$ cat config.mk
export PLATFORM = sky130hd
export DESIGN_NAME = button_autorepeat_adjuster_core
export DESIGN_NICKNAME = d
export VERILOG_FILES = /design/src/rtl/bar_pkg.sv /design/src/rtl/bar_cfg_regs.sv /design/src/rtl/bar_update.sv /design/src/rtl/button_autorepeat_adjuster_core.sv
export VERILOG_INCLUDE_DIRS = /design/src /design/src/rtl
export SDC_FILE = /design/constraint.sdc
export NUM_CORES = 1
export LEC_CHECK = 0
export BUFFER_PORTS_ARGS = -buffer_cell sky130_fd_sc_hd__buf_2
export CORE_ASPECT_RATIO = 0.75
export CORE_MARGIN = 4
export CORE_UTILIZATION = 46
export DETAILED_ROUTE_END_ITERATION = 8
export PLACE_DENSITY = 0.76
export SYNTH_ARGS = -nofsm -noshare
export SYNTH_HDL_FRONTEND = slang
export SYNTH_SLANG_ARGS = --single-unit
$ cat constraint.sdc
create_clock -name clk -period 8.47 [get_ports clk]
set_input_delay 0.4235 -clock clk [delete_from_list [all_inputs] [get_ports clk]]
set_output_delay 0.4235 -clock clk [all_outputs]
set_load 0.005 [all_outputs]
$ cat src/rtl/button_autorepeat_adjuster_core_macros.svh
// Assertion macros shared by the button auto-repeat adjuster RTL.
// Self-contained; included by the modules that carry checks.
`ifndef BUTTON_AUTOREPEAT_ADJUSTER_CORE_MACROS_SVH
`define BUTTON_AUTOREPEAT_ADJUSTER_CORE_MACROS_SVH

// Same-cycle implication, checked outside reset.
`define BAR_ASSERT_IMPLIES(label, clk, rst_n, ante, cons) \
	label: assert property (@(posedge clk) disable iff (!rst_n) (ante) |-> (cons)) \
		else $error("bar assertion failed");

// Next-cycle implication, checked outside reset.
`define BAR_ASSERT_NEXT(label, clk, rst_n, ante, cons) \
	label: assert property (@(posedge clk) disable iff (!rst_n) (ante) |=> (cons)) \
		else $error("bar assertion failed");

`endif

$ cat src/rtl/bar_pkg.sv
// Shared types, constants and helpers of the button auto-repeat adjuster.
// No dependencies; used by every RTL module of the block.
package bar_pkg;

	localparam int unsigned ValW   = 16;
	localparam int unsigned CntW   = 16;
	localparam int unsigned CfgIdxW = 2;
	localparam int unsigned InDataW  = 24;
	localparam int unsigned OutDataW = 24;

	// Input tdata bit positions
	localparam int unsigned UpLevelBit   = 0;
	localparam int unsigned DownLevelBit = 1;
	localparam int unsigned EscLevelBit  = 2;
	localparam int unsigned UpClickBit   = 3;
	localparam int unsigned DownClickBit = 4;
	localparam int unsigned ExitAckBit   = 5;
	localparam int unsigned LoadLsb      = 6;

	localparam logic [ValW-1:0] MaxValueRst       = 16'd999;
	localparam logic [CntW-1:0] InitialDelayRst   = 16'd500;
	localparam logic [CntW-1:0] RepeatIntervalRst = 16'd50;
	localparam logic [CntW-1:0] LongPressTimeRst  = 16'd2000;

	typedef enum logic [CfgIdxW-1:0] {
		REG_MAX_VALUE       = 2'd0,
		REG_INITIAL_DELAY   = 2'd1,
		REG_REPEAT_INTERVAL = 2'd2,
		REG_LONG_PRESS_TIME = 2'd3
	} cfg_idx_t;

	typedef struct packed {
		logic [ValW-1:0] max_value;
		logic [CntW-1:0] initial_delay;
		logic [CntW-1:0] repeat_interval;
		logic [CntW-1:0] long_press_time;
	} cfg_t;

	typedef struct packed {
		logic            command;
		logic            up_level;
		logic            down_level;
		logic            esc_level;
		logic            up_click;
		logic            down_click;
		logic            exit_ack;
		logic [ValW-1:0] load_value;
	} item_t;

	typedef struct packed {
		logic [ValW-1:0] value;
		logic            exit_request;
	} res_t;

	// Counter increment that sticks at all ones.
	function automatic logic [CntW-1:0] sat_inc(input logic [CntW-1:0] v);
		return (v == '1) ? v : v + CntW'(1);
	endfunction

endpackage

$ cat src/rtl/bar_cfg_regs.sv
// Configuration register file of the button auto-repeat adjuster.
// Depends on bar_pkg for the register index codes and the cfg_t bundle.
module bar_cfg_regs (
	input  logic                         clk,
	input  logic                         arst_n,
	input  logic                         cfg_valid,
	output logic                         cfg_ready,
	input  logic [bar_pkg::CfgIdxW-1:0]  cfg_index,
	input  logic [bar_pkg::CntW-1:0]     cfg_data,
	output bar_pkg::cfg_t                cfg
);

	bar_pkg::cfg_t cfg_q;

	// Writes are always taken.
	assign cfg_ready = 1'b1;
	assign cfg       = cfg_q;

	always_ff @(posedge clk or negedge arst_n) begin
		if (!arst_n) begin
			cfg_q.max_value       <= bar_pkg::MaxValueRst;
			cfg_q.initial_delay   <= bar_pkg::InitialDelayRst;
			cfg_q.repeat_interval <= bar_pkg::RepeatIntervalRst;
			cfg_q.long_press_time <= bar_pkg::LongPressTimeRst;
		end else if (cfg_valid) begin
			case (bar_pkg::cfg_idx_t'(cfg_index))
				bar_pkg::REG_MAX_VALUE:       cfg_q.max_value       <= cfg_data;
				bar_pkg::REG_INITIAL_DELAY:   cfg_q.initial_delay   <= cfg_data;
				bar_pkg::REG_REPEAT_INTERVAL: cfg_q.repeat_interval <= cfg_data;
				bar_pkg::REG_LONG_PRESS_TIME: cfg_q.long_press_time <= cfg_data;
				default: ;
			endcase
		end
	end

endmodule

$ cat src/rtl/bar_update.sv
// State registers and per-word update logic of the button auto-repeat adjuster.
// Depends on bar_pkg and the assertion macro header.
`include "button_autorepeat_adjuster_core_macros.svh"

module bar_update (
	input  logic           clk,
	input  logic           arst_n,
	input  logic           advance,
	input  bar_pkg::item_t item,
	input  bar_pkg::cfg_t  cfg,
	output bar_pkg::res_t  result
);

	logic [bar_pkg::ValW-1:0] value_q;
	logic [bar_pkg::CntW-1:0] hold_ticks_q;
	logic [bar_pkg::CntW-1:0] repeat_ticks_q;
	logic [bar_pkg::CntW-1:0] esc_ticks_q;
	logic                     esc_held_q;
	logic                     exit_flag_q;

	logic [bar_pkg::ValW-1:0] value_d;
	logic [bar_pkg::CntW-1:0] hold_ticks_d;
	logic [bar_pkg::CntW-1:0] repeat_ticks_d;
	logic [bar_pkg::CntW-1:0] esc_ticks_d;
	logic                     esc_held_d;
	logic                     exit_flag_d;

	logic                     up_p;
	logic                     dn_p;
	logic                     esc_p;
	logic                     rep_hit;
	logic                     up_step;
	logic                     dn_step;
	logic                     alone;
	logic [bar_pkg::ValW-1:0] v_click_up;
	logic [bar_pkg::ValW-1:0] v_click_dn;
	logic [bar_pkg::ValW-1:0] v_rep_up;
	logic [bar_pkg::CntW-1:0] rep_mid;
	logic [bar_pkg::CntW-1:0] esc_mid;
	logic                     esc_held_mid;

	assign up_p  = !item.up_level;
	assign dn_p  = !item.down_level;
	assign esc_p = !item.esc_level;

	// Clicks first, then the hold polls; up wins the shared repeat counter.
	assign rep_hit = repeat_ticks_q > cfg.repeat_interval;
	assign up_step = up_p && rep_hit;

	assign v_click_up = (item.up_click && value_q < cfg.max_value) ?
		value_q + bar_pkg::ValW'(1) : value_q;
	assign v_click_dn = (item.down_click && v_click_up != '0) ?
		v_click_up - bar_pkg::ValW'(1) : v_click_up;
	assign v_rep_up = (up_step && v_click_dn < cfg.max_value) ?
		v_click_dn + bar_pkg::ValW'(1) : v_click_dn;
	assign dn_step = dn_p && !up_p && rep_hit && v_rep_up != '0;

	assign rep_mid = (up_step || dn_step) ? '0 : repeat_ticks_q;

	assign alone = esc_p && !up_p && !dn_p && !item.up_click && !item.down_click;

	always_comb begin
		exit_flag_d    = item.exit_ack ? 1'b0 : exit_flag_q;
		value_d        = value_q;
		hold_ticks_d   = hold_ticks_q;
		repeat_ticks_d = repeat_ticks_q;
		esc_ticks_d    = esc_ticks_q;
		esc_held_d     = esc_held_q;
		esc_mid        = esc_ticks_q;
		esc_held_mid   = esc_held_q;
		if (item.command) begin
			value_d = item.load_value;
		end else begin
			value_d = dn_step ? v_rep_up - bar_pkg::ValW'(1) : v_rep_up;

			// Escape poll, against the flag as left by the acknowledge.
			if (alone) begin
				if (!exit_flag_d) begin
					if (esc_ticks_q > cfg.long_press_time) begin
						exit_flag_d  = 1'b1;
						esc_mid      = '0;
						esc_held_mid = 1'b0;
					end else begin
						esc_held_mid = 1'b1;
					end
				end
			end else begin
				esc_mid      = '0;
				esc_held_mid = 1'b0;
			end
			esc_held_d  = esc_held_mid;
			esc_ticks_d = esc_held_mid ? bar_pkg::sat_inc(esc_mid) : esc_mid;

			// Tick counters advance after the polls.
			if (up_p || dn_p) begin
				hold_ticks_d   = bar_pkg::sat_inc(hold_ticks_q);
				repeat_ticks_d = rep_mid;
			end else begin
				hold_ticks_d   = '0;
				repeat_ticks_d = '0;
			end
			if (hold_ticks_d > cfg.initial_delay)
				repeat_ticks_d = bar_pkg::sat_inc(repeat_ticks_d);
		end
	end

	assign result.value        = value_d;
	assign result.exit_request = exit_flag_d;

	always_ff @(posedge clk or negedge arst_n) begin
		if (!arst_n) begin
			value_q        <= '0;
			hold_ticks_q   <= '0;
			repeat_ticks_q <= '0;
			esc_ticks_q    <= '0;
			esc_held_q     <= 1'b0;
			exit_flag_q    <= 1'b0;
		end else if (advance) begin
			value_q        <= value_d;
			hold_ticks_q   <= hold_ticks_d;
			repeat_ticks_q <= repeat_ticks_d;
			esc_ticks_q    <= esc_ticks_d;
			esc_held_q     <= esc_held_d;
			exit_flag_q    <= exit_flag_d;
		end
	end

	// A running escape count always has the held mark behind it.
	`BAR_ASSERT_IMPLIES(a_esc_cnt_held, clk, arst_n, esc_ticks_q != '0, esc_held_q)
	// Repeat counting only happens during a hold.
	`BAR_ASSERT_IMPLIES(a_rep_needs_hold, clk, arst_n, hold_ticks_q == '0,
		repeat_ticks_q == '0)
	// A load leaves the hold counter alone.
	`BAR_ASSERT_NEXT(a_load_keeps_hold, clk, arst_n, advance && item.command,
		$stable(hold_ticks_q))

endmodule

$ cat src/rtl/button_autorepeat_adjuster_core.sv
// Button auto-repeat adjuster, top level: stream ports, input and output stages.
// Depends on bar_pkg, bar_cfg_regs, bar_update and the assertion macro header.
//
// Usage:
//   Each input word is either a 1 ms tick (s_tuser = 0) carrying the active-low
//   up, down and escape pin levels, single-click pulses and an exit acknowledge,
//   or a load (s_tuser = 1) that sets the adjusted value from load_value.
//   Every accepted word yields exactly one output word with the adjusted value
//   and the exit request flag as they stand after that word.
//   Path: an accepted word is registered in the input stage; its result is then
//   registered in the output stage and driven on m_tvalid/m_tdata (two-register path).
//   Throughput: one word per clock while m_tready is high; the state update is a
//   single pass of compare/increment logic between input stage and output register.
//   Stall: if m_tready stays low, the output register holds its word, the input
//   stage fills, and s_tready drops; nothing is dropped or repeated.
//   Configuration: cfg_index selects max_value (0), initial_delay (1),
//   repeat_interval (2) or long_press_time (3); writes always complete
//   (cfg_ready is tied high) and are meant for idle periods only.
//   Reset: arst_n clears the value, all tick counters and the exit flag, empties
//   both stages and restores the register defaults 999, 500, 50 and 2000.
`include "button_autorepeat_adjuster_core_macros.svh"

module button_autorepeat_adjuster_core (
	input  logic                           clk,
	input  logic                           arst_n,
	// Input stream
	input  logic                           s_tvalid,
	output logic                           s_tready,
	// tdata: up_level, down_level, esc_level, up_click, down_click, exit_ack,
	//        load_value[15:0], zero pad
	input  logic [bar_pkg::InDataW-1:0]    s_tdata,
	// tuser: command
	input  logic                           s_tuser,
	// Output stream
	output logic                           m_tvalid,
	input  logic                           m_tready,
	// tdata: value[15:0], exit_request, zero pad
	output logic [bar_pkg::OutDataW-1:0]   m_tdata,
	// Configuration write channel
	input  logic                           cfg_valid,
	output logic                           cfg_ready,
	input  logic [bar_pkg::CfgIdxW-1:0]    cfg_index,
	input  logic [bar_pkg::CntW-1:0]       cfg_data
);

	bar_pkg::cfg_t  cfg;
	bar_pkg::item_t item_in;
	bar_pkg::item_t item_s1;
	bar_pkg::res_t  res_next;
	bar_pkg::res_t  res_s2;
	logic           valid_s1;
	logic           valid_s2;
	logic           s_accept;
	logic           advance;

	// Unpack the input word into named fields.
	assign item_in.command    = s_tuser;
	assign item_in.up_level   = s_tdata[bar_pkg::UpLevelBit];
	assign item_in.down_level = s_tdata[bar_pkg::DownLevelBit];
	assign item_in.esc_level  = s_tdata[bar_pkg::EscLevelBit];
	assign item_in.up_click   = s_tdata[bar_pkg::UpClickBit];
	assign item_in.down_click = s_tdata[bar_pkg::DownClickBit];
	assign item_in.exit_ack   = s_tdata[bar_pkg::ExitAckBit];
	assign item_in.load_value = s_tdata[bar_pkg::LoadLsb +: bar_pkg::ValW];

	// Advance the input stage whenever the output register is free or draining.
	assign advance  = valid_s1 && (!valid_s2 || m_tready);
	assign s_tready = !valid_s1 || advance;
	assign s_accept = s_tvalid && s_tready;

	bar_cfg_regs u_cfg (
		.clk       (clk),
		.arst_n    (arst_n),
		.cfg_valid (cfg_valid),
		.cfg_ready (cfg_ready),
		.cfg_index (cfg_index),
		.cfg_data  (cfg_data),
		.cfg       (cfg)
	);

	bar_update u_update (
		.clk     (clk),
		.arst_n  (arst_n),
		.advance (advance),
		.item    (item_s1),
		.cfg     (cfg),
		.result  (res_next)
	);

	// Input stage: hold the word until the update consumes it.
	always_ff @(posedge clk or negedge arst_n) begin
		if (!arst_n) begin
			valid_s1 <= 1'b0;
		end else if (s_accept) begin
			valid_s1 <= 1'b1;
		end else if (advance) begin
			valid_s1 <= 1'b0;
		end
	end

	always_ff @(posedge clk) begin
		if (s_accept) begin
			item_s1 <= item_in;
		end
	end

	// Output register: hold the result while the receiver stalls.
	always_ff @(posedge clk or negedge arst_n) begin
		if (!arst_n) begin
			valid_s2 <= 1'b0;
		end else if (advance) begin
			valid_s2 <= 1'b1;
		end else if (m_tready) begin
			valid_s2 <= 1'b0;
		end
	end

	always_ff @(posedge clk) begin
		if (advance) begin
			res_s2 <= res_next;
		end
	end

	assign m_tvalid = valid_s2;
	assign m_tdata  = {(bar_pkg::OutDataW - bar_pkg::ValW - 1)'(0),
		res_s2.exit_request, res_s2.value};

	// A full pipe facing a stalled receiver must push back.
	`BAR_ASSERT_IMPLIES(a_backpressure, clk, arst_n, valid_s1 && valid_s2 && !m_tready,
		!s_tready)
	// An accepted word lands in the input stage.
	`BAR_ASSERT_NEXT(a_accept_fills_s1, clk, arst_n, s_accept, valid_s1)
	// A consumed word shows up in the output register.
	`BAR_ASSERT_NEXT(a_advance_fills_s2, clk, arst_n, advance, valid_s2)

endmodule
==> results_dict.tcl, run 1 <==
set metrics [dict create \
    gp_congestion 0.991 \
    fmax_ghz 0.123 \
    drive_gt1_share_pct 21.8 \
    cp.arrival_ns 8.51 \
    synth_top_area_cell "dfrtp_1" \
    via_count 10700 \
    maxCapViolCount 0 \
    synth_area_leaders "dfrtp_1, edfxtp_1, ha_1" \
    final_area_mm2 0.0141 \
    grtUsageTotal_pct 23.3 \
    synth_top_area_share_pct 22.3 \
    ys_async_sr_fraction_pct 76.7 \
    hp-class "in -> reg" \
    cts_root_buffer "clkbuf_16" \
    synth_flop_cell "dfrtp_1" \
    power_frac_comb_pct 45.5 \
    dp_cells 1754 \
    cts_made_buffers 17 \
    drt_iter0_drc 1042 \
    finalWirelength_mm 33.8 \
    port_buffers 64 \
    required_ns 8.85 \
    nFillCells 2247 \
    critPathCaptureType "flip-flop" \
    first_global_vias 10200 \
    syn_inst 1326 \
    synth_common_cells "nand2_1, dfrtp_1, ha_1, inv_1, nor2_1" \
    placed_area_mm2 0.0133 \
    num_rows 51 \
    synth_cell_types 94 \
    drc 0 \
    synth_edf_count 40 \
    avgSynthCellArea_um2 9.22 \
    n_antenna_cell 0 \
    grt_max_degree 75 \
    yosys_warnings 0 \
    worst-path-buf-inv 7 \
    multi_input_area_mm2 0.00723 \
    grtUsageMet2_pct 35.2 \
    die_area_mm2 0.0293 \
    ios 75 \
    fin_crit_sh_pct 95.9 \
    power_leakage_nw 6.16 \
    core_mm2 0.0261 \
    wl_per_cell_um 18.9 \
    ys_seq_elements 172 \
    cp_top_family "simple AND/OR/NAND/NOR gates" \
    ys_seq_area_share_pct 37.1 \
    use_met1_pct 33.0 \
    tritoncts "yes" \
    met3_usage_pct 5.22 \
    initial_utilization_pct 46.9 \
    busiest_layer "met2" \
    nets 1570 \
    fin_crit_ns 8.12 \
    p_sw_share_pct 40.3 \
    viasPerCell 5.97 \
    syn_area_mm2 0.0122 \
    holdPathStages 1 \
    finalPower_mw 3.56 \
    antenna_found_initial 0 \
    pwr-share-clk_pct 23.3 \
    synth_most_common_cell "nand2_1" \
    setup_viol 0 \
    power.density_mw_per_mm2 253 \
    overflow 0 \
    hold_slack_ns 0.150 \
    seqPwrFrac_pct 31.1 \
    area_delta_synth_final_pct 15.0 \
    skew_ns 0.00922 \
    p_switching_mw 1.43 \
    worstRegToRegCells 38 \
    worst_path_most_repeated_cell "ha_1" \
    grt_pass1_wl_mm 54.7 \
    clkTransAtPathRegs_ns 0.07 \
    seq_area_mm2 0.00453 \
    max_stage_delay_ns 0.58 \
    status "completed" \
    max-slew-margin-rel_pct 27.0 \
    cp_max_fo 10 \
    post-dp-hpwl_mm 25.2 \
    die_h_um 149 \
    internal_power_mw 2.12 \
    slew_violations 0 \
    cts.sinks 172 \
    postRouteAntennaNets 0 \
    irDropWorstVdd_mv 0.154 \
    crit_cells 38 \
    worst_pin_slew_ns 1.09 \
    crit_type "reg -> reg" \
    stdcell_count 1792 \
    cpMaxStageDelayCell "a2111o_2" \
    clockBufferDepth 2 \
    finalHoldViolCount 0 \
    clk_latency_ns 0.44 \
    start_kind "flip-flop" \
    htreeDepth 4 \
    firstDrtPassIters 6 \
    die_w_um 196 \
]
state kept, by name, summed over array words and instances (netlist names):
| signal | cells |
|---|---|
| u_cfg.cfg | 64 |
| item_s1 | 23 |
| m_tdata | 17 |
| u_update.esc_ticks_q | 16 |
| u_update.hold_ticks_q | 16 |
| u_update.repeat_ticks_q | 16 |
| u_update.value_q | 16 |
| m_tvalid | 1 |
| u_update.esc_held_q | 1 |
| u_update.exit_flag_q | 1 |
| valid_s1 | 1 |
cell families after synthesis:
logic type	synth area share [%]
flip-flops	37.1
adder cells (fa/ha/maj)	8.90
AO/OA/AOI/OAI	16.5
AND/OR/NAND/NOR	21.8
multiplexers	6.20
buffers and inverters	4.98
other	0.0614
XOR/XNOR	4.52
repair_timing:
action,CTS,global route
gates resized for setup,0,25
endpoints found under the setup margin,0,16
hold endpoints to repair,46,0
hold buffers,1,0
buffers inserted,0,5
cell usage in the layout, fill, tap and decap left out, types with 14 or more instances in the layout:
cell         n
nor3_1      21
a21oi_1     50
xor2_1      25
clkbuf_16   18
and2_1      24
a21o_1      24
buf_2       63
xnor2_1     33
inv_1       87
dfstp_2     23
nor4_1      16
nand2_1    156
o21ai_0     49
dfrtp_1    109
edfxtp_1    40
ha_1        87
buf_4       77
or3_1       16
nor2_1      85
and3_1      26
o31ai_1     19
o21a_1      14
nand3_1     49
nand4_1     33
mux2_2      57
layer usage:
| metal | up-vias | wire, um |
|---|---|---|
| li1 | 5046 | - |
| met1 | 5133 | 15400 |
| met2 | 441 | 14700 |
| met3 | 78 | 2460 |
| met4 | 2 | 1160 |
| met5 | - | 56 |
final timing paths:
check,start,end,slack (ns)
worst min-delay path,s_tdata[8],item_s1[2],0.15
max in group asynchronous,arst_n,u_update.repeat_ticks_q[7],6.56
worst min register to register,valid_s1,m_tvalid,0.51
worst max register to register,u_update.value_q[15],u_update.repeat_ticks_q[8],0.35
worst max-delay path,u_update.value_q[15],u_update.repeat_ticks_q[8],0.35
min in group asynchronous,arst_n,u_update.esc_ticks_q[8],0.53
power groups by stage:
stage               Combinational (mW)  Sequential [mW]  Clock (mW)
floorplan                         1.03             1.08           0
global placement                  1.49             1.11           0
detailed placement                1.53             1.12           0
CTS                               1.55             1.10       0.842
global route                      1.78             1.12       0.875
finish                            1.62             1.11       0.830
through the flow:
stage          setup WS [ns]  util, %  TNS (ns)
5_1_grt              -0.0452     53.9   -0.0876
2_1_floorplan          0.475        -         0
4_1_cts               0.0150     53.3         0
6_report               0.346     53.9         0
3_3_place_gp           0.252     50.9         0
3_5_place_dp          0.0588     50.9         0
final cells by class:
cell class,instances,share of cell area [%]
clock inverters,13,1.09
clock buffers,19,3.23
multi-input cells,1014,51.4
well taps,344,3.06
flip-flops and latches,172,32.2
inverters,87,2.32
repair buffers,143,6.64
Note: power is estimated with default switching activity, not from simulation.
==> inputs of run 2 (changes only) <==
==> constraint.sdc (replaced) <==
create_clock -name clk -period 8.47 [get_ports clk]
set_input_delay 0 -clock clk [delete_from_list [all_inputs] [get_ports clk]]
set_output_delay 0 -clock clk [all_outputs]
set_load 0.005 [all_outputs]
==> results_dict.tcl, run 2 (synthesis gave the netlist of run 1 again) <==
set metrics [dict create \
    n_antenna_cell 0 \
    busiest_layer "met2" \
    drt_iter0_drc 1190 \
    use_met1_pct 34.8 \
    cp.arrival_ns 8.50 \
    setup_ws_ns 0.352 \
    nets 1618 \
    via_count 11100 \
    grt_pass1_wl_mm 57.0 \
    cts.sinks 172 \
    fin_crit_sh_pct 95.8 \
    post-dp-hpwl_mm 25.9 \
    power.density_mw_per_mm2 246 \
    slew_violations 0 \
    cts_made_buffers 17 \
    critPathCaptureType "flip-flop" \
    worst-path-buf-inv 4 \
    crit_type "reg -> reg" \
    met3_usage_pct 3.66 \
    required_ns 8.86 \
    largest_register_ffs 64 \
    clk_latency_ns 0.45 \
    post-place-ws_ns 0.258 \
    r2r_slack_ns 0.35 \
    fin_crit_ns 8.12 \
    die_w_um 196 \
    grtUsageMet2_pct 38.6 \
    drc 0 \
    num_rows 51 \
    overflow 0 \
    status "completed" \
    antenna_found_initial 0 \
    gp_congestion 0.994 \
    ios 75 \
    worst_pin_slew_ns 1.13 \
    port_buffers 64 \
    setup_viol 0 \
    irDropWorstVdd_mv 0.171 \
    worstRegToRegCells 36 \
    fmax_ghz 0.123 \
    power_leakage_nw 6.35 \
    die_h_um 149 \
    finalHoldViolCount 0 \
    stdcell_count 1840 \
    htreeDepth 4 \
    crit_cells 36 \
    firstDrtPassIters 5 \
    cp_max_fo 7 \
    hp-class "in -> reg" \
    final_common_cell "nand2_1" \
    max-slew-margin-rel_pct 24.4 \
    cpMaxStageDelayCell "or4_4" \
    max_stage_delay_ns 0.60 \
    finalWirelength_mm 35.5 \
    skew_ns 0.00962 \
    initial_utilization_pct 46.9 \
    start_kind "flip-flop" \
    clockBufferDepth 2 \
    cts_root_buffer "clkbuf_16" \
    clkTransAtPathRegs_ns 0.08 \
    worst_path_most_repeated_cell "ha_1" \
    cp_top_family "simple AND/OR/NAND/NOR gates" \
    drive_gt1_share_pct 21.5 \
    tritoncts "yes" \
    maxCapViolCount 0 \
    holdPathStages 5 \
    most-common-layout-cells "nand2_1, dfrtp_1, inv_1" \
    grt_max_degree 76 \
    die_area_mm2 0.0293 \
    core_mm2 0.0261 \
    wl_per_cell_um 19.3 \
    first_global_vias 10500 \
    dp_cells 1760 \
    area_delta_synth_final_pct 18.5 \
    grtUsageTotal_pct 24.2 \
    viasPerCell 6.05 \
    postRouteAntennaNets 0 \
]
## run 2: final cells by class
class / instances / area, um2
Fill cell: 2165 / 11600
Multi-Input combinational cell: 1014 / 7220
Sequential cell: 172 / 4530
Timing Repair Buffer: 191 / 1390
Tap cell: 344 / 430
Clock buffer: 17 / 425
Inverter: 87 / 327
Clock inverter: 15 / 164
## run 2: where the power goes
| group | leakage [nW] | switching (mW) | internal, mW | total [mW] |
|---|---|---|---|---|
| Sequential | 2.00 | 0.118 | 0.999 | 1.12 |
| Combinational | 4.06 | 0.967 | 0.680 | 1.65 |
| Clock | 0.291 | 0.384 | 0.422 | 0.805 |
## run 2: through the flow
stage	setup TNS, ns	instance area [um2]	hold WS, ns	total power, mW	util (%)
global placement	0	13300	0.0787	2.61	51.1
detailed placement	0	13300	0.0824	2.67	51.1
global route	-0.111	14500	0.136	3.78	55.5
floorplan	0	12300	-0.296	2.12	-
finish	0	14500	0.117	3.57	55.5
CTS	0	14400	0.0835	3.50	55.0
## run 2: worst reg2reg max path, delay by kind of cell (launching register included)
family                   cells  cell delay, ns
AO/OA/AOI/OAI               11            2.82
XOR/XNOR                     1            0.21
adder cells (fa/ha/maj)      4            1.01
buffers and inverters        4            0.63
flip-flops                   1            0.43
AND/OR/NAND/NOR             16            3.00
## run 2: timing repair
item	in CTS	in global routing
setup buffers	0	5
hold endpoints to repair	153	0
resized for setup	0	23
hold buffers	43	0
endpoints found under the setup margin	0	15
## run 2: per-layer routing
metal / part of all wire [%] / vias up / wire, um
li1: - / 5157 / -
met1: 45 / 5415 / 15900
met2: 46 / 494 / 16200
met3: 7.0 / 64 / 2480
met4: 2.4 / 0 / 839
met5: 0 / - / 0
## run 2: final timing paths
kind	from	end
worst min register to register	u_cfg.cfg[13]	u_cfg.cfg[13]
worst max-delay path	u_update.value_q[15]	u_update.repeat_ticks_q[8]
min in group asynchronous	arst_n	u_update.esc_ticks_q[11]
worst min-delay path	cfg_index[0]	u_cfg.cfg[54]
worst max register to register	u_update.value_q[15]	u_update.repeat_ticks_q[8]
max in group asynchronous	arst_n	u_update.repeat_ticks_q[9]
